File: src/rtl/axis_event_conditioner_core_defines.svh
// Assertion macros used by the conditioner sequencer (aec_ctrl).
`ifndef AXIS_EVENT_CONDITIONER_CORE_DEFINES_SVH
`define AXIS_EVENT_CONDITIONER_CORE_DEFINES_SVH
`ifndef ASSERT_OFF
// Property checked on every rising clock edge outside reset.
`define AEC_ASSERT(lbl, prop, msg) \
    lbl: assert property (@(posedge aclk) disable iff (!aresetn) prop) else $error(msg);
// Condition that must never be true outside reset.
`define AEC_NEVER(lbl, expr, msg) \
    lbl: assert property (@(posedge aclk) disable iff (!aresetn) !(expr)) else $error(msg);
`else
`define AEC_ASSERT(lbl, prop, msg)
`define AEC_NEVER(lbl, expr, msg)
`endif
`endif

File: src/rtl/aec_pkg.sv
// Shared types and constants of the axis event conditioner.
package aec_pkg;

    // Default widths of sample and tick fields
    localparam int SAMPLE_BITS_DEF = 16;
    localparam int TICK_BITS_DEF   = 16;

    // Fixed field widths
    localparam int Q_W     = 16;
    localparam int TOL_W   = 16;
    localparam int DB_W    = 15;
    localparam int MOD_W   = 4;
    localparam int CIDX_W  = 3;

    // Quotient bits produced by the serial divider, one per cycle
    localparam int DIV_STEPS = 16;
    localparam int DIV_CNT_W = $clog2(DIV_STEPS);

    // Register indexes
    localparam logic [CIDX_W-1:0] REG_RANGE_MIN = 3'd0;
    localparam logic [CIDX_W-1:0] REG_RANGE_MAX = 3'd1;
    localparam logic [CIDX_W-1:0] REG_CHANGE_TOL = 3'd2;
    localparam logic [CIDX_W-1:0] REG_DEAD_BAND = 3'd3;
    localparam logic [CIDX_W-1:0] REG_REPEAT_INT = 3'd4;
    localparam logic [CIDX_W-1:0] REG_RELATIVE = 3'd5;

    // Register reset values
    localparam logic [TOL_W-1:0] CHANGE_TOL_RST = 16'd1;

    // Controller to datapath commands
    typedef struct packed {
        logic load;
        logic prep;
        logic setup;
        logic div_step;
        logic post;
        logic out_load;
    } aec_cmd_t;

    // Datapath to controller status
    typedef struct packed {
        logic drop;
        logic fire;
        logic out_busy;
    } aec_status_t;

endpackage

File: src/rtl/aec_ctrl.sv
// Sequencer of the axis event conditioner: one item at a time.
`include "axis_event_conditioner_core_defines.svh"

module aec_ctrl
    import aec_pkg::*;
(
    input  logic        aclk,
    input  logic        aresetn,
    input  logic        s_valid,
    output logic        s_ready,
    input  aec_status_t status,
    output aec_cmd_t    cmd
);

    localparam logic [2:0] S_IDLE  = 3'd0;
    localparam logic [2:0] S_PREP  = 3'd1;
    localparam logic [2:0] S_SETUP = 3'd2;
    localparam logic [2:0] S_DIV   = 3'd3;
    localparam logic [2:0] S_POST  = 3'd4;
    localparam logic [2:0] S_OUT   = 3'd5;

    logic [2:0]           state_reg, state_next;
    logic [DIV_CNT_W-1:0] cnt_reg, cnt_next;
    logic                 div_last;

    assign div_last = (cnt_reg == DIV_CNT_W'(DIV_STEPS - 1));
    assign s_ready  = (state_reg == S_IDLE);

    // Next state and command decode
    always_comb begin
        state_next = state_reg;
        cnt_next   = cnt_reg;
        cmd        = '0;
        case (state_reg)
            S_IDLE: begin
                if (s_valid) begin
                    cmd.load   = 1'b1;
                    state_next = S_PREP;
                end
            end
            S_PREP: begin
                cmd.prep = 1'b1;
                if (status.drop) begin
                    state_next = S_IDLE;
                end else begin
                    state_next = S_SETUP;
                end
            end
            S_SETUP: begin
                cmd.setup  = 1'b1;
                cnt_next   = '0;
                state_next = S_DIV;
            end
            S_DIV: begin
                cmd.div_step = 1'b1;
                cnt_next     = cnt_reg + 1'b1;
                if (div_last) begin
                    state_next = S_POST;
                end
            end
            S_POST: begin
                cmd.post   = 1'b1;
                state_next = S_OUT;
            end
            S_OUT: begin
                if (!status.fire) begin
                    state_next = S_IDLE;
                end else if (!status.out_busy) begin
                    cmd.out_load = 1'b1;
                    state_next   = S_IDLE;
                end
            end
            default: begin
                state_next = S_IDLE;
            end
        endcase
    end

    // State registers
    always_ff @(posedge aclk) begin
        if (!aresetn) begin
            state_reg <= S_IDLE;
            cnt_reg   <= '0;
        end else begin
            state_reg <= state_next;
            cnt_reg   <= cnt_next;
        end
    end

    `AEC_ASSERT(a_accept_to_prep, (s_valid && s_ready) |=> (state_reg == S_PREP), "transfer did not start evaluation")
    `AEC_ASSERT(a_div_done, (state_reg == S_DIV && div_last) |=> (state_reg == S_POST), "divider overran its step count")
    `AEC_NEVER(a_no_overwrite, cmd.out_load && status.out_busy, "result register overwritten while stalled")

endmodule

File: src/rtl/aec_dp.sv
// Datapath: change filter, range mapping divider, deadband, tick accumulator.
module aec_dp
    import aec_pkg::*;
#(
    parameter int SAMPLE_BITS = SAMPLE_BITS_DEF,
    parameter int TICK_BITS   = TICK_BITS_DEF
) (
    input  logic                          aclk,
    input  logic                          aresetn,
    input  aec_cmd_t                      cmd,
    output aec_status_t                   status,
    // input item
    input  logic signed [SAMPLE_BITS-1:0] s_raw_sample,
    input  logic [TICK_BITS-1:0]          s_elapsed_ticks,
    input  logic [MOD_W-1:0]              s_modifier_bits,
    // configuration
    input  logic signed [SAMPLE_BITS-1:0] range_min,
    input  logic signed [SAMPLE_BITS-1:0] range_max,
    input  logic [TOL_W-1:0]              change_tolerance,
    input  logic [DB_W-1:0]               dead_band,
    input  logic [TICK_BITS-1:0]          repeat_interval,
    input  logic                          relative_mode,
    // result
    output logic                          m_valid,
    input  logic                          m_ready,
    output logic signed [Q_W-1:0]         m_axis_value,
    output logic [MOD_W-1:0]              m_modifier_out,
    output logic                          m_as_offset
);

    localparam int SW = SAMPLE_BITS;
    localparam int AW = TICK_BITS + 1;
    localparam int NW = SW + 19;
    localparam int CW = (SW + 1 > TOL_W) ? SW + 1 : TOL_W;
    localparam int XW = (SW > 17) ? SW : 17;

    // Captured item
    logic signed [SW-1:0]    raw_reg;
    logic [TICK_BITS-1:0]    ticks_reg;
    logic [MOD_W-1:0]        mods_reg;

    // Persistent state
    logic signed [SW-1:0]    last_reg;
    logic                    have_last_reg;
    logic [AW-1:0]           acc_reg;
    logic                    fire_reg;

    // Mapping and divider registers
    logic signed [SW:0]      num_reg;
    logic [SW:0]             den_reg;
    logic                    map_en_reg;
    logic                    neg_reg;
    logic                    over_reg;
    logic [SW:0]             d2_reg;
    logic [SW:0]             rem_reg;
    logic [Q_W-1:0]          quo_reg;
    logic [Q_W-1:0]          v_reg;

    // Result register
    logic                    m_valid_reg;
    logic [Q_W-1:0]          axis_value_reg;
    logic [MOD_W-1:0]        mods_out_reg;
    logic                    as_offset_reg;

    // Change filter
    logic signed [SW:0]      diff;
    logic [SW:0]             diff_mag;
    logic                    drop;

    assign diff     = (SW+1)'(raw_reg) - (SW+1)'(last_reg);
    assign diff_mag = diff[SW] ? (SW+1)'(-diff) : diff;
    assign drop     = !relative_mode && have_last_reg
                      && (CW'(diff_mag) < CW'(change_tolerance));

    // Range offsets, made positive-divisor
    logic signed [SW:0]      num_c;
    logic signed [SW:0]      den_c;

    assign num_c = (SW+1)'(raw_reg) - (SW+1)'(range_min);
    assign den_c = (SW+1)'(range_max) - (SW+1)'(range_min);

    // Saturating tick sum
    logic [AW:0]             acc_sum;
    logic [AW-1:0]           acc_sat;

    assign acc_sum = {1'b0, acc_reg} + (AW+1)'(ticks_reg);
    assign acc_sat = acc_sum[AW] ? '1 : acc_sum[AW-1:0];

    // Divider setup: numerator 131072*num + den over 2*den
    logic [NW-1:0]           n2;
    logic [SW:0]             d2;

    assign n2 = {num_reg[SW], num_reg, 17'd0} + {18'd0, den_reg};
    assign d2 = {den_reg[SW-1:0], 1'b0};

    // One restoring step per cycle
    logic [SW+1:0]           div_t;
    logic [SW+1:0]           div_sub;
    logic                    div_ge;

    assign div_t   = {rem_reg, quo_reg[Q_W-1]};
    assign div_sub = div_t - {1'b0, d2_reg};
    assign div_ge  = (div_t >= {1'b0, d2_reg});

    // Final value: saturate, then deadband
    logic signed [XW-1:0]    rx;
    logic                    sat_hi;
    logic                    sat_lo;
    logic [Q_W-1:0]          unmapped;
    logic [Q_W-1:0]          mapped;
    logic [Q_W-1:0]          v_pre;
    logic [Q_W:0]            v_mag;

    assign rx       = XW'(raw_reg);
    assign sat_hi   = !rx[XW-1] && (|rx[XW-2:Q_W-1]);
    assign sat_lo   = rx[XW-1] && !(&rx[XW-2:Q_W-1]);
    assign unmapped = sat_hi ? 16'h7FFF : (sat_lo ? 16'h8000 : rx[Q_W-1:0]);
    assign mapped   = neg_reg ? 16'h8000
                    : (over_reg ? 16'h7FFF : {~quo_reg[Q_W-1], quo_reg[Q_W-2:0]});
    assign v_pre    = map_en_reg ? mapped : unmapped;
    assign v_mag    = v_pre[Q_W-1] ? ((Q_W+1)'(0) - {1'b1, v_pre}) : {1'b0, v_pre};

    // Control state
    always_ff @(posedge aclk) begin
        if (!aresetn) begin
            last_reg      <= '0;
            have_last_reg <= 1'b0;
            acc_reg       <= '0;
            fire_reg      <= 1'b0;
            m_valid_reg   <= 1'b0;
        end else begin
            if (cmd.prep && !drop) begin
                last_reg      <= raw_reg;
                have_last_reg <= 1'b1;
                acc_reg       <= acc_sat;
            end
            if (cmd.setup) begin
                fire_reg <= (acc_reg >= {1'b0, repeat_interval});
                if (acc_reg >= {1'b0, repeat_interval}) begin
                    acc_reg <= acc_reg - {1'b0, repeat_interval};
                end
            end
            if (cmd.out_load) begin
                m_valid_reg <= 1'b1;
            end else if (m_ready) begin
                m_valid_reg <= 1'b0;
            end
        end
    end

    // Payload registers
    always_ff @(posedge aclk) begin
        if (cmd.load) begin
            raw_reg   <= s_raw_sample;
            ticks_reg <= s_elapsed_ticks;
            mods_reg  <= s_modifier_bits;
        end
        if (cmd.prep) begin
            map_en_reg <= (range_min != range_max);
            num_reg    <= den_c[SW] ? (SW+1)'(-num_c) : num_c;
            den_reg    <= den_c[SW] ? (SW+1)'(-den_c) : den_c;
        end
        if (cmd.setup) begin
            neg_reg  <= n2[NW-1];
            over_reg <= !n2[NW-1] && (n2 >= {2'd0, d2, 16'd0});
            d2_reg   <= d2;
            rem_reg  <= n2[SW+16:16];
            quo_reg  <= n2[Q_W-1:0];
        end
        if (cmd.div_step) begin
            rem_reg <= div_ge ? div_sub[SW:0] : div_t[SW:0];
            quo_reg <= {quo_reg[Q_W-2:0], div_ge};
        end
        if (cmd.post) begin
            v_reg <= (v_mag < {2'd0, dead_band}) ? '0 : v_pre;
        end
        if (cmd.out_load) begin
            axis_value_reg <= v_reg;
            mods_out_reg   <= mods_reg;
            as_offset_reg  <= relative_mode;
        end
    end

    assign status.drop     = drop;
    assign status.fire     = fire_reg;
    assign status.out_busy = m_valid_reg && !m_ready;

    assign m_valid        = m_valid_reg;
    assign m_axis_value   = axis_value_reg;
    assign m_modifier_out = mods_out_reg;
    assign m_as_offset    = as_offset_reg;

endmodule

File: src/rtl/axis_event_conditioner_core.sv
// Top level of the axis event conditioner: register file and sequencer/datapath.
//
// Usage: raw axis samples enter on the s_ channel (valid/ready), conditioned
// results leave on the m_ channel (valid/ready). Each accepted sample is either
// dropped (change below tolerance, absolute mode only) or becomes the new
// reference, is mapped to Q1.15 over [range_min, range_max] (the raw sample
// saturated to 16 bits if the two are equal), deadbanded, and its ticks are
// accumulated; a result is given once accumulated ticks reach repeat_interval.
// Sequence: m_valid rises once a kept sample that fires has passed through
// prepare, setup, 16 divider steps, final value and output load. One sample is
// processed at a time, so a new transfer is taken only back in idle: after
// prepare for a dropped sample, after the output state for a kept one.
// The result sits in an output register, so a stalled receiver holds only the
// next result load; the sequencer then waits and takes no new sample meanwhile.
// Reset (aresetn low, synchronous) sets the configuration registers to defaults,
// forgets the last sample and empties the tick accumulator. Configuration is to be
// written through cfg_we/cfg_index/cfg_data while idle; the block does not enforce it.
module axis_event_conditioner_core
    import aec_pkg::*;
#(
    parameter int SAMPLE_BITS = SAMPLE_BITS_DEF,
    parameter int TICK_BITS   = TICK_BITS_DEF
) (
    input  logic                          aclk,
    input  logic                          aresetn,
    // configuration write port
    input  logic                          cfg_we,
    input  logic [CIDX_W-1:0]             cfg_index,
    input  logic [((SAMPLE_BITS > TICK_BITS) ? ((SAMPLE_BITS > TOL_W) ? SAMPLE_BITS : TOL_W)
                 : ((TICK_BITS > TOL_W) ? TICK_BITS : TOL_W))-1:0] cfg_data,
    // input channel
    input  logic                          s_valid,
    output logic                          s_ready,
    input  logic signed [SAMPLE_BITS-1:0] s_raw_sample,
    input  logic [TICK_BITS-1:0]          s_elapsed_ticks,
    input  logic [MOD_W-1:0]              s_modifier_bits,
    // result channel
    output logic                          m_valid,
    input  logic                          m_ready,
    output logic signed [Q_W-1:0]         m_axis_value,
    output logic [MOD_W-1:0]              m_modifier_out,
    output logic                          m_as_offset
);

    logic signed [SAMPLE_BITS-1:0] range_min_reg;
    logic signed [SAMPLE_BITS-1:0] range_max_reg;
    logic [TOL_W-1:0]              change_tol_reg;
    logic [DB_W-1:0]               dead_band_reg;
    logic [TICK_BITS-1:0]          repeat_int_reg;
    logic                          relative_reg;

    aec_cmd_t    cmd;
    aec_status_t status;

    // Configuration registers
    always_ff @(posedge aclk) begin
        if (!aresetn) begin
            range_min_reg  <= '0;
            range_max_reg  <= '0;
            change_tol_reg <= CHANGE_TOL_RST;
            dead_band_reg  <= '0;
            repeat_int_reg <= '0;
            relative_reg   <= 1'b0;
        end else if (cfg_we) begin
            case (cfg_index)
                REG_RANGE_MIN:  range_min_reg  <= cfg_data[SAMPLE_BITS-1:0];
                REG_RANGE_MAX:  range_max_reg  <= cfg_data[SAMPLE_BITS-1:0];
                REG_CHANGE_TOL: change_tol_reg <= cfg_data[TOL_W-1:0];
                REG_DEAD_BAND:  dead_band_reg  <= cfg_data[DB_W-1:0];
                REG_REPEAT_INT: repeat_int_reg <= cfg_data[TICK_BITS-1:0];
                REG_RELATIVE:   relative_reg   <= cfg_data[0];
                default: begin
                end
            endcase
        end
    end

    aec_ctrl u_ctrl (
        .aclk    (aclk),
        .aresetn (aresetn),
        .s_valid (s_valid),
        .s_ready (s_ready),
        .status  (status),
        .cmd     (cmd)
    );

    aec_dp #(
        .SAMPLE_BITS (SAMPLE_BITS),
        .TICK_BITS   (TICK_BITS)
    ) u_dp (
        .aclk             (aclk),
        .aresetn          (aresetn),
        .cmd              (cmd),
        .status           (status),
        .s_raw_sample     (s_raw_sample),
        .s_elapsed_ticks  (s_elapsed_ticks),
        .s_modifier_bits  (s_modifier_bits),
        .range_min        (range_min_reg),
        .range_max        (range_max_reg),
        .change_tolerance (change_tol_reg),
        .dead_band        (dead_band_reg),
        .repeat_interval  (repeat_int_reg),
        .relative_mode    (relative_reg),
        .m_valid          (m_valid),
        .m_ready          (m_ready),
        .m_axis_value     (m_axis_value),
        .m_modifier_out   (m_modifier_out),
        .m_as_offset      (m_as_offset)
    );

endmodule
File: config.mk
export PLATFORM = sky130hd
export DESIGN_NAME = axis_event_conditioner_core
export DESIGN_NICKNAME = d
export VERILOG_FILES = /design/src/rtl/aec_pkg.sv /design/src/rtl/aec_ctrl.sv /design/src/rtl/aec_dp.sv /design/src/rtl/axis_event_conditioner_core.sv
export VERILOG_INCLUDE_DIRS = /design/src /design/src/rtl
export SDC_FILE = /design/constraint.sdc
export NUM_CORES = 1
export LEC_CHECK = 0
export ABC_AREA = 1
export BUFFER_PORTS_ARGS = -buffer_cell sky130_fd_sc_hd__buf_2
export CAP_MARGIN = 20
export CORE_ASPECT_RATIO = 1.1
export CORE_MARGIN = 2
export CORE_UTILIZATION = 45
export DETAILED_ROUTE_END_ITERATION = 10
export GPL_ROUTABILITY_DRIVEN = 0
export GPL_TIMING_DRIVEN = 0
export SYNTH_ARGS = -nofsm -noshare
export SYNTH_HDL_FRONTEND = slang
export SYNTH_SLANG_ARGS = --single-unit
File: constraint.sdc
create_clock -name aclk -period 3.6 [get_ports aclk]
set_input_delay 0.36 -clock aclk [delete_from_list [all_inputs] [get_ports aclk]]
set_output_delay 0.36 -clock aclk [all_outputs]
set_load 0.1 [all_outputs]
Word level (Yosys, flattened, before mapping) --
Cells that the tools add are included.
Operators by class: $mul 0, add/subtract/negate cells 12, bitwise gates (word level) 1, reductions and logical operators 21, shift operators 0, div/mod/pow operators 0, equality and inequality tests 15, magnitude comparators 5, muxes and demuxes 34
Operators by type and width (number):
- $mux W17 | 10
- $mux W16 | 6
- $neg A17 Y17 | 3
- $sub A16 B16 Y17 | 3
- $add A34 B18 Y35 | 1
- $ge A35 B33 Y1 | 1
- $add A17 B16 Y18 | 1
- $ge A18 B17 Y1 | 1
- $pmux W3 S6 | 1
- $ge A17 B16 Y1 | 1
- $lt A17 B15 Y1 | 1
- $lt A17 B16 Y1 | 1
- $sub A1 B17 Y17 const A | 1
- $sub A17 B16 Y17 | 1
- $sub A17 B17 Y17 | 1
- $ne A16 B16 Y1 | 1
- $eq A3 B2 Y1 const B | 4
- $eq A3 B3 Y1 const B | 4
- $mux W3 | 4
- $reduce_and A2 Y1 | 6
- $mux W1 | 11
- $pmux W4 S2 | 1
- $eq A3 B1 Y1 const B | 2
- $logic_not A3 Y1 | 2
- other kinds (11) | 20
Word-level totals: RAM bits 0, memories 0, output and inout bits 23, bits in latches 0, register bits 282, word-level logic and storage cells 117, ROM bits 0

Depth between registers and ports, before layout --
Gate-level depths: netlist (run 1).
word-level depth 10, gate-level depth with buffers 33

Hierarchy --
From an unflattened synthesis (run 1), not the netlist that was laid out.
Second synthesis, totals: cells, all modules 2495, area total of the unflattened synthesis 18846.8 sq um
By module, submodules not included:
- aec_dp | area each 15168.3 sq um, cells each 1966, sequential area each 5495.3 sq um, instances 1
- axis_event_conditioner_core | area each 3250.6 sq um, cells each 464, sequential area each 1601.5 sq um, instances 1
- aec_ctrl | area each 427.9 sq um, cells each 65, sequential area each 140.1 sq um, instances 1

Least setup slack after synthesis (run 1) --
No wires, ideal clock.
kind reg2reg, start point register u_dp.raw_reg[0], end point register u_dp.last_reg[10], data required time 3.484 ns, slack -0.137 ns, arrival 3.622 ns, period minus slack after synthesis 3.737 ns, stages on the path, launching flop included 28, cell sequence edfxtp_1 inv_1 ha_1 fa_1 ha_1 a21boi_1 nand3_1 nor2_2 nand3_2 nor2_4 nand3_2 o21ai_0 xor2_1 ha_1 inv_1 nor3_1 a211oi_1 nand2_1 nand2_1 nand2_1 a21oi_1 nand2_2 nand2_2 buf_6 clkinv_4 buf_6 nor2_1 nor2_1
On the way: word-level cells in the longest chain between the ends 7
Ends and longest elaborated chain:
- from (decl) | RTL line aec_dp.sv:38 | logic signed [SW-1:0] raw_reg;
- from (signal assigned) | RTL line aec_dp.sv:154 | raw_reg <= s_raw_sample;
- $sub A16 B16 Y17 (*) | RTL line aec_dp.sv:70 | assign diff = (SW+1)'(raw_reg) - (SW+1)'(last_reg);
- $neg A17 Y17 | RTL line aec_dp.sv:71 | assign diff_mag = diff[SW] ? (SW+1)'(-diff) : diff;
- $mux W17 (*) | RTL line aec_dp.sv:71
- $lt A17 B16 Y1 (*) | RTL line aec_dp.sv:73 | && (CW'(diff_mag) < CW'(change_tolerance));
- $logic_and A1 B1 Y1 (*) | RTL line aec_dp.sv:73
- $logic_not A1 Y1 (*) | RTL line aec_dp.sv:132 | if (cmd.prep && !drop) begin
- $logic_and A1 B1 Y1 (*) | RTL line aec_dp.sv:132
- to (signal assigned) | RTL line aec_dp.sv:133 | last_reg <= raw_reg;
- to (decl) | RTL line aec_dp.sv:43 | logic signed [SW-1:0] last_reg;
Mark *: on every way between the ends. The rest lies on a longest branch, timed or not. A chain may end at the register's enable or synchronous reset.

Final worst setup path (run 1) --
start point register u_dp.raw_reg[0], end point register u_dp.last_reg[9]
Same word-level chain as after synthesis.

==> reports/summary.txt, run 1 <==
Status -> finished, violations left
Failing checks -> setup timing
CTS tree -> built
Net count, final -> 2768
Num CTS Buffers -> 31
Critical Path Sink -> u_dp.last_reg[9]$_SDFFE_PN0N_
Predominant post-synthesis flop cell -> edfxtp_1
Relative slew margins -> 24.1%
Drt drc -> 0
Final setup violating endpoints -> 48
Grt total ovfl -> 0
Final Max Slew Viols -> 0
Worst hold path class -> in2reg
Crit share post-route -> 117%
Initial core utilization -> 45.5%
Final WS setup -> -0.596 ns
CP Max Fanout -> 8
Min Tclk post-route -> 4.20 ns
Post-synthesis simple-gate area fraction -> 21.7%
Max-Cap Viols -> 0
GRT Overall Usage -> 24.6%
Proportion of synthesized area in mux cells -> 0%
CTS clock-pin slew for the worst setup and hold paths -> 0.07 ns
Final wirelength -> 53300 um
Die area -> 42200 um^2
Largest family of logic cells by synthesized area -> simple AND/OR/NAND/NOR gates
Num rows -> 77
Vias in the first global route -> 16100
Largest area contributor in the netlist -> edfxtp_1
RR Endpoint -> u_dp.last_reg[9]$_SDFFE_PN0N_
Sequential fraction of the synthesis area -> 39.7%
Req. time, crit path -> 4.08 ns
Layout cell share with drive strength beyond 1 -> 13.1%
RSZ-0062 raised after global routing -> yes
Core Region -> 40100 um^2
Slew at the pin closest to its max-slew limit -> 1.13 ns
Initial drt markers -> 1008
Leak -> 9.79 nW
WHS -> 0.0928 ns
Maximum VDD drop -> 490 uV
Adder-cell share of the synthesized area -> 10.7%
Crit-path max cell delay -> 0.57 ns
Synth top area cells -> edfxtp_1 (26%), dfxtp_1 (14%), ha_1 (10%)
Reg2reg setup slack -> -0.60 ns
Finished Core Util -> 54.4%
Async S/R FF share, synth -> 0%
Initial antenna violation count -> 0
I/O pin count -> 83
RR Startpoint -> u_dp.raw_reg[0]$_DFFE_PP_
Skew final -> 0.0195 ns
Clock Latency Late Sink -> 0.59 ns
Synthesized cell area -> 18200 um^2
Post-DP HPWL -> 40200 um
IO buf count -> 81
Syn-to-layout area delta -> 19.5%
H-tree depth -> 1
Routed via count -> 16700
Syn_nets -> 2564
Final ANT Viol Nets -> 0
TritonRoute pass-1 iters -> 5
Clk sinks -> 282
Pwr per Cell Area -> 719 nW/um^2
CP Launch Type -> flip-flop
Slowest-stage cell, CP -> fa_2
Critical path type -> reg2reg
Post-synthesis xor/xnor area fraction -> 5.08%
CTS max path bufs -> 3
Fin Setup TNS -> -19.06 ns
Die H -> 215 um
FMAX -> 238 MHz
Syn. warnings -> 0
Routed len/inst -> 17.2 um
Dpl ws -> -1.23 ns
CP arrival -> 4.68 ns
FF-to-FF path depth -> 28
Crit end category -> flip-flop
Compound-Gate Fraction of Synth Area -> 14.6%
Post-Synthesis Cells -> 2352
Syn avg cell area -> 7.75 um^2
Die Width -> 196 um
Final Power -> 15.7 mW
Synth cell types -> 56
Top-area cell type share of the netlist area -> 26.2%
Fin. Hold Viols -> 0
CTS Root Cell -> clkbuf_16
Seq cells post-synth -> 282
Largest net degree at the start of global routing -> 35
Post-synth EDFFs -> 159
Crit path from -> u_dp.raw_reg[0]$_DFFE_PP_
Avg Vias per Cell -> 5.39
First-pass GRT wire length -> 82800 um
==> cell type report <==
class | instances | area, um^2
antenna | 1 | 2.50
buffer | 60 | 309
clock buffer | 35 | 791
clock inverter | 23 | 285
fill | 3760 | 18300
inverter | 328 | 1250
multi-input combinational | 1681 | 10000
sequential | 282 | 7240
tap | 513 | 642
timing repair buffer | 172 | 1280
==> worst min path at each step <==
| stage | from | end | slack, ns | depth (start not counted) |
|---|---|---|---|---|
| after floorplan | u_dp.v_reg[0]$_SDFFCE_PN0P_ | u_dp.m_axis_value[0]$_DFFE_PP_ | 0.40 | 0 |
| after global placement | u_dp.mods_reg[1]$_DFFE_PP_ | u_dp.m_modifier_out[1]$_DFFE_PP_ | 0.40 | 0 |
| after detailed placement | u_dp.v_reg[2]$_SDFFCE_PN0P_ | u_dp.m_axis_value[2]$_DFFE_PP_ | 0.40 | 0 |
| after CTS | m_ready | u_dp.m_valid$_SDFFE_PN0P_ | 0.07 | 4 |
| after global routing | cfg_data[2] | range_max_reg[2]$_SDFFE_PN0P_ | 0.12 | 3 |
| final | m_ready | u_dp.m_valid$_SDFFE_PN0P_ | 0.09 | 4 |
==> kinds of logic after synthesis <==
kind of cell | count (synthesis)
adders and majority gates | 152
xor gates and xnor gates | 105
and+or+nand+nor | 933
AOI/OAI and AO/OA | 491
DFF | 282
buffers and inverters | 389
==> critical path: cells and delay by family, from the launching register on <==
| family | cells | cell delay [ns] |
|---|---|---|
| XOR/XNOR | 1 | 0.15 |
| AO/OA/AOI/OAI | 2 | 0.33 |
| buffers and inverters | 4 | 0.45 |
| AND/OR/NAND/NOR | 17 | 1.52 |
| adder cells (fa/ha/maj) | 4 | 1.21 |
| flip-flops | 1 | 0.44 |
==> synth_stat cells (all sizes together) (11+ instances only) <==
library cell and count:
a21o 11, nand2 457, nand3b 12, ha 146
nor3 21, nor2 256, o21ai 212, o21a 11
or2 11, clkbuf 47, dfxtp 123, xnor2 31
nand3 131, xor2 74, buf 14, inv 325
a21oi 203, edfxtp 159, nand4 36
==> power by group <==
group          internal, mW  total (mW)  switching (mW)  leakage (nW)
clock                  2.01        3.36            1.35         0.512
combinational          3.00        7.84            4.84          6.80
sequential             4.06        4.46           0.403          2.48
==> metal layers <==
metal | global-route usage (%) | wire length, um | vias up
li1 | - | - | 8264
met1 | 31.6 | 22900 | 7783
met2 | 43.6 | 25600 | 508
met3 | 2.26 | 2830 | 134
met4 | 8.13 | 1890 | 0
met5 | 0 | 0 | -
==> cell usage in the layout (no fill, tap or decap), types with 42 or more instances in the layout <==
cell / n
nand2_1: 439
inv_1: 309
nor2_1: 217
o21ai_0: 199
a21oi_1: 192
edfxtp_1: 159
ha_1: 134
dfxtp_1: 123
nand3_1: 119
buf_2: 86
xor2_1: 72
clkbuf_1: 47
buf_4: 42
==> timing repair <==
action                                 in CTS  in global routing
pin swaps                                  12                 34
gates resized for setup                    33                121
setup endpoints to repair                  51                 51
cloned                                      0                  2
endpoints found under the hold margin      36                  0
setup buffers                              17                 29
hold buffers                               36                  0
==> through the flow <==
stage / cells / area (um^2)
floorplan: 2352 / 18300
global placement: 2946 / 19300
detailed placement: 2956 / 19500
CTS: 3067 / 21100
global route: 3094 / 21800
finish: 3095 / 21800
Note: power is estimated with default switching activity, not from simulation.
==> run 2, diff against run 1 <==
--- a/config.mk
+++ b/config.mk
@@ -15,6 +15,7 @@
 export DETAILED_ROUTE_END_ITERATION = 10
 export GPL_ROUTABILITY_DRIVEN = 0
 export GPL_TIMING_DRIVEN = 0
+export SKIP_LAST_GASP = 1
 export SYNTH_ARGS = -nofsm -noshare
 export SYNTH_HDL_FRONTEND = slang
 export SYNTH_SLANG_ARGS = --single-unit
==> run 2 against run 1 <==
The run still ends with setup timing left. Clock skew grew 0.0046 ns. Setup slack lost 0.0096 ns. Critical path depth stayed put. Critical endpoint is now u_dp.last_reg[12]$_SDFFE_PN0N_.
==> reports/summary.txt, run 2 (synthesis gave the netlist of run 1 again) <==
Slowest-stage cell, CP -> fa_2
Fin. Hold Viols -> 0
H-tree depth -> 1
CTS Root Cell -> clkbuf_16
Delay-heaviest family, CP -> simple AND/OR/NAND/NOR gates
Internal -> 9.06 mW
Num CTS Buffers -> 31
Fin Setup TNS -> -19.30 ns
RR Endpoint -> u_dp.last_reg[12]$_SDFFE_PN0N_
Routing usage on met2 -> 43.6%
Final Max Slew Viols -> 0
WHS -> 0.0973 ns
Combinational Power Share -> 50.0%
Crit end category -> flip-flop
I/O pin count -> 83
Leak -> 9.78 nW
First-pass GRT wire length -> 82800 um
Post-DP HPWL -> 40200 um
Avg Vias per Cell -> 5.40
Clock Power Share -> 21.5%
CTS tree -> built
Routed via count -> 16700
Final ANT Viol Nets -> 0
Final setup violating endpoints -> 51
CP arrival -> 4.69 ns
Initial core utilization -> 45.5%
Relative slew margins -> 25.2%
Fillers -> 3759
TritonRoute pass-1 iters -> 5
Post-Layout Cell Count -> 3095
Hold Path End -> u_dp.m_valid$_SDFFE_PN0P_
RR Startpoint -> u_dp.raw_reg[0]$_DFFE_PP_
Final wirelength -> 53300 um
CP Max Fanout -> 8
Routed len/inst -> 17.2 um
Multi-input logic area -> 9980 um^2
Final WS setup -> -0.606 ns
FMAX -> 238 MHz
Failing checks -> setup timing
Die Width -> 196 um
Worst hold path class -> in2reg
GRT Overall Usage -> 24.6%
Placed cell count -> 2956
Critical path type -> reg2reg
Clock Latency Late Sink -> 0.60 ns
Syn-to-layout area delta -> 19.4%
Die H -> 215 um
RSZ-0062 raised after global routing -> yes
Status -> finished, violations left
Die area -> 42200 um^2
Skew final -> 0.0241 ns
Layout cell share with drive strength beyond 1 -> 13.0%
Most Crowded Layer GR -> met2
Vias in the first global route -> 16100
Seq. cell area -> 7240 um^2
Num rows -> 77
Max-Cap Viols -> 0
Net Sw Frac -> 42.1%
Crit share post-route -> 117%
Clk sinks -> 282
IO buf count -> 81
Req. time, crit path -> 4.08 ns
Finished Core Util -> 54.3%
FF-to-FF path depth -> 28
Hold Path Origin -> m_ready
Grt total ovfl -> 0
Drt drc -> 0
Most frequent cells in the layout -> nand2_1 (439), inv_1 (309), nor2_1 (218)
Sequential power share -> 28.5%
Core Region -> 40100 um^2
Met3 GRT Util -> 2.26%
CP Launch Type -> flip-flop
Net count, final -> 2768
Reg2reg setup slack -> -0.61 ns
Initial drt markers -> 1093
CTS clock-pin slew for the worst setup and hold paths -> 0.07 ns
Slew at the pin closest to its max-slew limit -> 1.12 ns
WP buf/inv -> 4
Dpl ws -> -1.23 ns
CTS max path bufs -> 3
Crit-path max cell delay -> 0.57 ns
Min Tclk post-route -> 4.21 ns
Hold depth -> 4
Commonest non-fill, non-tap cell in the layout -> nand2_1
Crit path depth -> 28
Pwr per Cell Area -> 718 nW/um^2
Largest net degree at the start of global routing -> 35
Met1 Use GR -> 31.6%
Initial antenna violation count -> 0
Net Sw Power -> 6.58 mW
Maximum VDD drop -> 489 uV
Most common cell type on the critical path -> nor2_1
-- run 2: changes by cell type in the layout (fill, tap and decap cells not counted) --
cell / previous run / this run
buf_6: 12 / 10
nor2_4: 17 / 15
o21ai_0: 199 / 201
o21ai_1: 11 / 9
buf_8: 5 / 6
clkbuf_4: 2 / 3
nand3_1: 119 / 120
nand3_2: 12 / 11
nor2_1: 217 / 218
nor2_2: 22 / 23
-- run 2: layout make-up --
| type | count | area share (%) |
|---|---|---|
| buffer | 60 | 1.42 |
| tap | 513 | 2.95 |
| multi-input combinational | 1681 | 45.8 |
| antenna | 1 | 0.0115 |
| clock inverter | 23 | 1.31 |
| clock buffer | 35 | 3.63 |
| inverter | 328 | 5.76 |
| timing repair buffer | 172 | 5.87 |
| sequential | 282 | 33.2 |
-- run 2: per-stage QoR --
stage	total power, mW	instance area [um^2]
after global placement	11.3	19300
final	15.6	21800
after global routing	16.8	21800
after detailed placement	11.5	19500
after floorplan	9.68	18300
after CTS	15.1	21100
-- run 2: power by group through the flow --
| stage | Combinational, mW | Sequential [mW] | Clock (mW) |
|---|---|---|---|
| floorplan | 5.37 | 4.32 | 0 |
| global placement | 6.79 | 4.53 | 0 |
| detailed placement | 6.99 | 4.51 | 0 |
| CTS | 7.25 | 4.43 | 3.42 |
| global route | 8.80 | 4.49 | 3.54 |
| finish | 7.82 | 4.45 | 3.36 |
-- run 2: worst max path at each step --
| stage | from | to | slack, ns |
|---|---|---|---|
| after floorplan | u_dp.raw_reg[0]$_DFFE_PP_ | u_dp.last_reg[10]$_SDFFE_PN0N_ | -0.04 |
| after global placement | u_ctrl.state_reg[2]$_SDFFE_PN0P_ | u_dp.ticks_reg[14]$_DFFE_PP_ | -1.92 |
| after detailed placement | u_dp.raw_reg[1]$_DFFE_PP_ | u_ctrl.state_reg[1]$_SDFFE_PN0P_ | -1.23 |
| after CTS | u_dp.raw_reg[0]$_DFFE_PP_ | u_dp.last_reg[11]$_SDFFE_PN0N_ | -0.53 |
| after global routing | u_dp.raw_reg[0]$_DFFE_PP_ | u_dp.acc_reg[4]$_SDFF_PN0_ | -0.80 |
| final | u_dp.raw_reg[0]$_DFFE_PP_ | u_dp.last_reg[12]$_SDFFE_PN0N_ | -0.61 |
-- run 2: per-layer routing --
metal,wire (um),vias to the layer above
li1,-,8266
met1,23000,7809
met2,25600,503
met3,2880,123
met4,1810,0
met5,0,-
-- run 2: worst register-to-register path: cells and delay by family, from the launching register on --
kind | cells | cell delay (ns)
simple gates | 17 | 1.53
fa+ha+maj | 4 | 1.21
flops | 1 | 0.45
buf+inv | 4 | 0.44
compound gates | 2 | 0.33
xor+xnor | 1 | 0.15
-- run 2: repair_timing --
action                                  in CTS  in global routing
endpoints found under the hold margin       36                  0
hold buffers                                36                  0
pin swaps                                   12                 35
resized for setup                           31                116
cloned                                       0                  2
endpoints found under the setup margin      51                 51
setup buffers                               17                 29
==> run 3, diff against run 2 <==
--- a/config.mk
+++ b/config.mk
@@ -14,8 +14,8 @@
 export CORE_UTILIZATION = 45
 export DETAILED_ROUTE_END_ITERATION = 10
 export GPL_ROUTABILITY_DRIVEN = 0
-export GPL_TIMING_DRIVEN = 0
 export SKIP_LAST_GASP = 1
 export SYNTH_ARGS = -nofsm -noshare
 export SYNTH_HDL_FRONTEND = slang
+export SYNTH_HIERARCHICAL = 1
 export SYNTH_SLANG_ARGS = --single-unit
==> constraint.sdc (replaced) <==
create_clock -name aclk -period 3.6 [get_ports aclk]
set_input_delay 0.36 -clock aclk [delete_from_list [all_inputs] [get_ports aclk]]
set_output_delay 0.36 -clock aclk [all_outputs]
set_load 0.005 [all_outputs]
==> run 3 against run 2 <==
The flow still finishes with violations (setup timing). Area after synthesis increased by 3.3%. Synthesized cell count increased by 6.1%. Setup slack improved by 0.31 ns. Combinational power up 69%. Critical path depth shrank 1. Sequential power increased by 14%. Wire length increased by 3.9%. Die area grew 3.3%. Largest power group unchanged. Highest routed layer unchanged.
==> reports/summary.txt, run 3 <==
Final ANT Viol Nets -> 0
Post-Synthesis Cells -> 2495
Clk sinks -> 282
Count leader, synth -> nand2_1
Num rows -> 78
Seq cells post-synth -> 282
CTS max path bufs -> 3
Initial core utilization -> 45.7%
Synth top area cells -> edfxtp_1 (25%), dfxtp_1 (13%), nand2_1 (11%)
RSZ-0062 raised after global routing -> yes
Net count, final -> 2937
Compound-Gate Fraction of Synth Area -> 10.4%
Worst hold path class -> in2reg
Final WS setup -> -0.296 ns
Leak -> 10.4 nW
TritonRoute pass-1 iters -> 5
FMAX -> 257 MHz
Min Tclk post-route -> 3.90 ns
Predominant post-synthesis flop cell -> edfxtp_1
H-tree depth -> 2
Synth cell types -> 57
Failing checks -> setup timing
Initial drt markers -> 1231
Syn. warnings -> 6
Routed len/inst -> 16.7 um
Max-Cap Viols -> 0
Placed cell count -> 3202
Fin. Hold Viols -> 0
Avg Vias per Cell -> 5.18
Async S/R FF share, synth -> 0%
Post-synthesis xor/xnor area fraction -> 5.16%
Finished Core Util -> 54.9%
Critical path type -> reg2reg
Clock Latency Late Sink -> 0.54 ns
Hold Path Origin -> s_raw_sample[9]
Top-area cell type share of the netlist area -> 25.3%
Final Max Slew Viols -> 0
IO buf count -> 82
Syn avg cell area -> 7.55 um^2
Largest area contributor in the netlist -> edfxtp_1
Drt drc -> 0
Crit end category -> flip-flop
Grt total ovfl -> 0
Core Region -> 41300 um^2
Synthesized cell area -> 18800 um^2
Syn_nets -> 2707
Routed via count -> 17200
Die Width -> 199 um
Sequential fraction of the synthesis area -> 38.4%
RR Startpoint -> u_dp/raw_reg[4]$_DFFE_PP_
Status -> finished, violations left
Initial antenna violation count -> 0
First-pass GRT wire length -> 85500 um
CP Max Fanout -> 8
Relative slew margins -> 25.9%
Commonest non-fill, non-tap cell in the layout -> nand2_1
Die area -> 43500 um^2
Post-Layout Cell Count -> 3310
Final wirelength -> 55400 um
CTS clock-pin slew for the worst setup and hold paths -> 0.06 ns
Dpl ws -> -0.356 ns
Syn-to-layout area delta -> 20.3%
Largest net degree at the start of global routing -> 88
WHS -> 0.0446 ns
Crit share post-route -> 108%
Final setup violating endpoints -> 34
Crit path from -> u_dp/raw_reg[4]$_DFFE_PP_
Design area -> 22700 um^2
Largest family of logic cells by synthesized area -> simple AND/OR/NAND/NOR gates
CTS Root Cell -> clkbuf_16
Post-synth top cells -> nand2_1 (575), inv_1 (334), nor2_1 (318)
Vias in the first global route -> 16200
Pwr per Cell Area -> 945 nW/um^2
Post-synth EDFFs -> 159
Proportion of synthesized area in mux cells -> 0%
Adder-cell share of the synthesized area -> 10.3%
Maximum VDD drop -> 639 uV
Layout cell share with drive strength beyond 1 -> 16.6%
CP arrival -> 4.32 ns
I/O pin count -> 83
Area after DPL -> 20700 um^2
Post-synthesis simple-gate area fraction -> 26.9%
Die H -> 219 um
GRT Overall Usage -> 25.4%
Slew at the pin closest to its max-slew limit -> 1.11 ns
Skew final -> 0.0127 ns
CP Launch Type -> flip-flop
Fillers -> 3904
Num CTS Buffers -> 34
CTS tree -> built
Req. time, crit path -> 4.02 ns
Most frequent cells in the layout -> nand2_1 (553), inv_1 (326), nor2_1 (293)
Post-DP HPWL -> 42700 um
[run 3: changes by cell type after synthesis, sizes merged, moves of 31 or more]
| cell | previous run | this run |
|---|---|---|
| a21oi | 203 | 156 |
| nand2 | 457 | 597 |
| buf | 14 | 47 |
| o21ai | 212 | 113 |
| nand3 | 131 | 184 |
| nor2 | 256 | 335 |
| clkbuf | 47 | 16 |
[run 3: path summary, 6_finish.rpt]
kind / to / slack (ns) / depth (start not counted)
min: u_dp/raw_reg[9]$_DFFE_PP_ / 0.04 / 1
max: u_dp/acc_reg[0]$_SDFF_PN0_ / -0.30 / 27
max reg2reg: u_dp/acc_reg[0]$_SDFF_PN0_ / -0.30 / 27
min reg2reg: u_dp/m_modifier_out[3]$_DFFE_PP_ / 0.41 / 0
[run 3: per-layer routing]
metal / vias up / GRT usage, % / routed length, um / part of all wire (%)
li1: 8631 / - / - / -
met1: 7960 / 32.6 / 23900 / 43
met2: 475 / 43.2 / 26400 / 48
met3: 88 / 3.84 / 2950 / 5.3
met4: 0 / 8.93 / 2100 / 3.8
met5: - / 0 / 0 / 0
[run 3: worst max-delay path, stage by stage, from the launching register on]
cell and delay, ns:
edfxtp_1 0.40, ha_1 0.37, buf_4 0.17, nand2_2 0.09, inv_1 0.04, nand2_1 0.12
nand2_1 0.07, nand2_1 0.09, nand4_1 0.08, nand2_1 0.22, nand4_1 0.19, nand2_1 0.12
xor2_1 0.16, inv_1 0.10, ha_4 0.27, inv_2 0.03, o31a_1 0.28, nand2_1 0.06
nand2_1 0.06, nand2_2 0.06, a21oi_2 0.05, nand2_2 0.13, nand2_8 0.13, clkbuf_16 0.20
nand2_1 0.05, nand2_1 0.04, o21bai_1 0.14, inv_1 0.05
[run 3: area by class of cell]
class | count | area [um^2] | area share [%]
multi-input cells | 1800 | 10500 | 46.1
flip-flops and latches | 282 | 7240 | 31.9
repair buffers | 257 | 1950 | 8.59
inverters | 350 | 1320 | 5.80
clock buffers | 45 | 933 | 4.12
well taps | 560 | 701 | 3.09
clock inverters | 15 | 91.3 | 0.403
diodes | 1 | 2.50 | 0.0110
[run 3: where the power goes]
part           switching, mW  internal [mW]
sequential             0.558           4.51
combinational           7.77           5.39
clock                   1.38           1.84
[run 3: metrics by stage]
step                      total power [mW]  setup TNS (ns)
after detailed placement              16.9          -10.64
after global routing                  23.2          -18.19
after CTS                             20.6           -6.02
after global placement                16.7           -7.90
after floorplan                       13.2               0
final                                 21.4           -8.34
[run 3: repair_timing]
action / CTS / global route
setup endpoints to repair: 34 / 50
hold buffers: 27 / 0
buffers inserted: 9 / 7
endpoints found under the hold margin: 27 / 0
gates resized for setup: 20 / 96
pin swaps: 2 / 42
gates cloned: 2 / 4
[run 3: cells by family (layout without fill, tap and decap cells)]
logic type      after synthesis  count (layout)
buf+inv                     413             667
simple gates               1192            1192
xor+xnor                    111             111
flops                       282             282
other cells                   0               1
compound gates              345             345
fa+ha+maj                   152             152
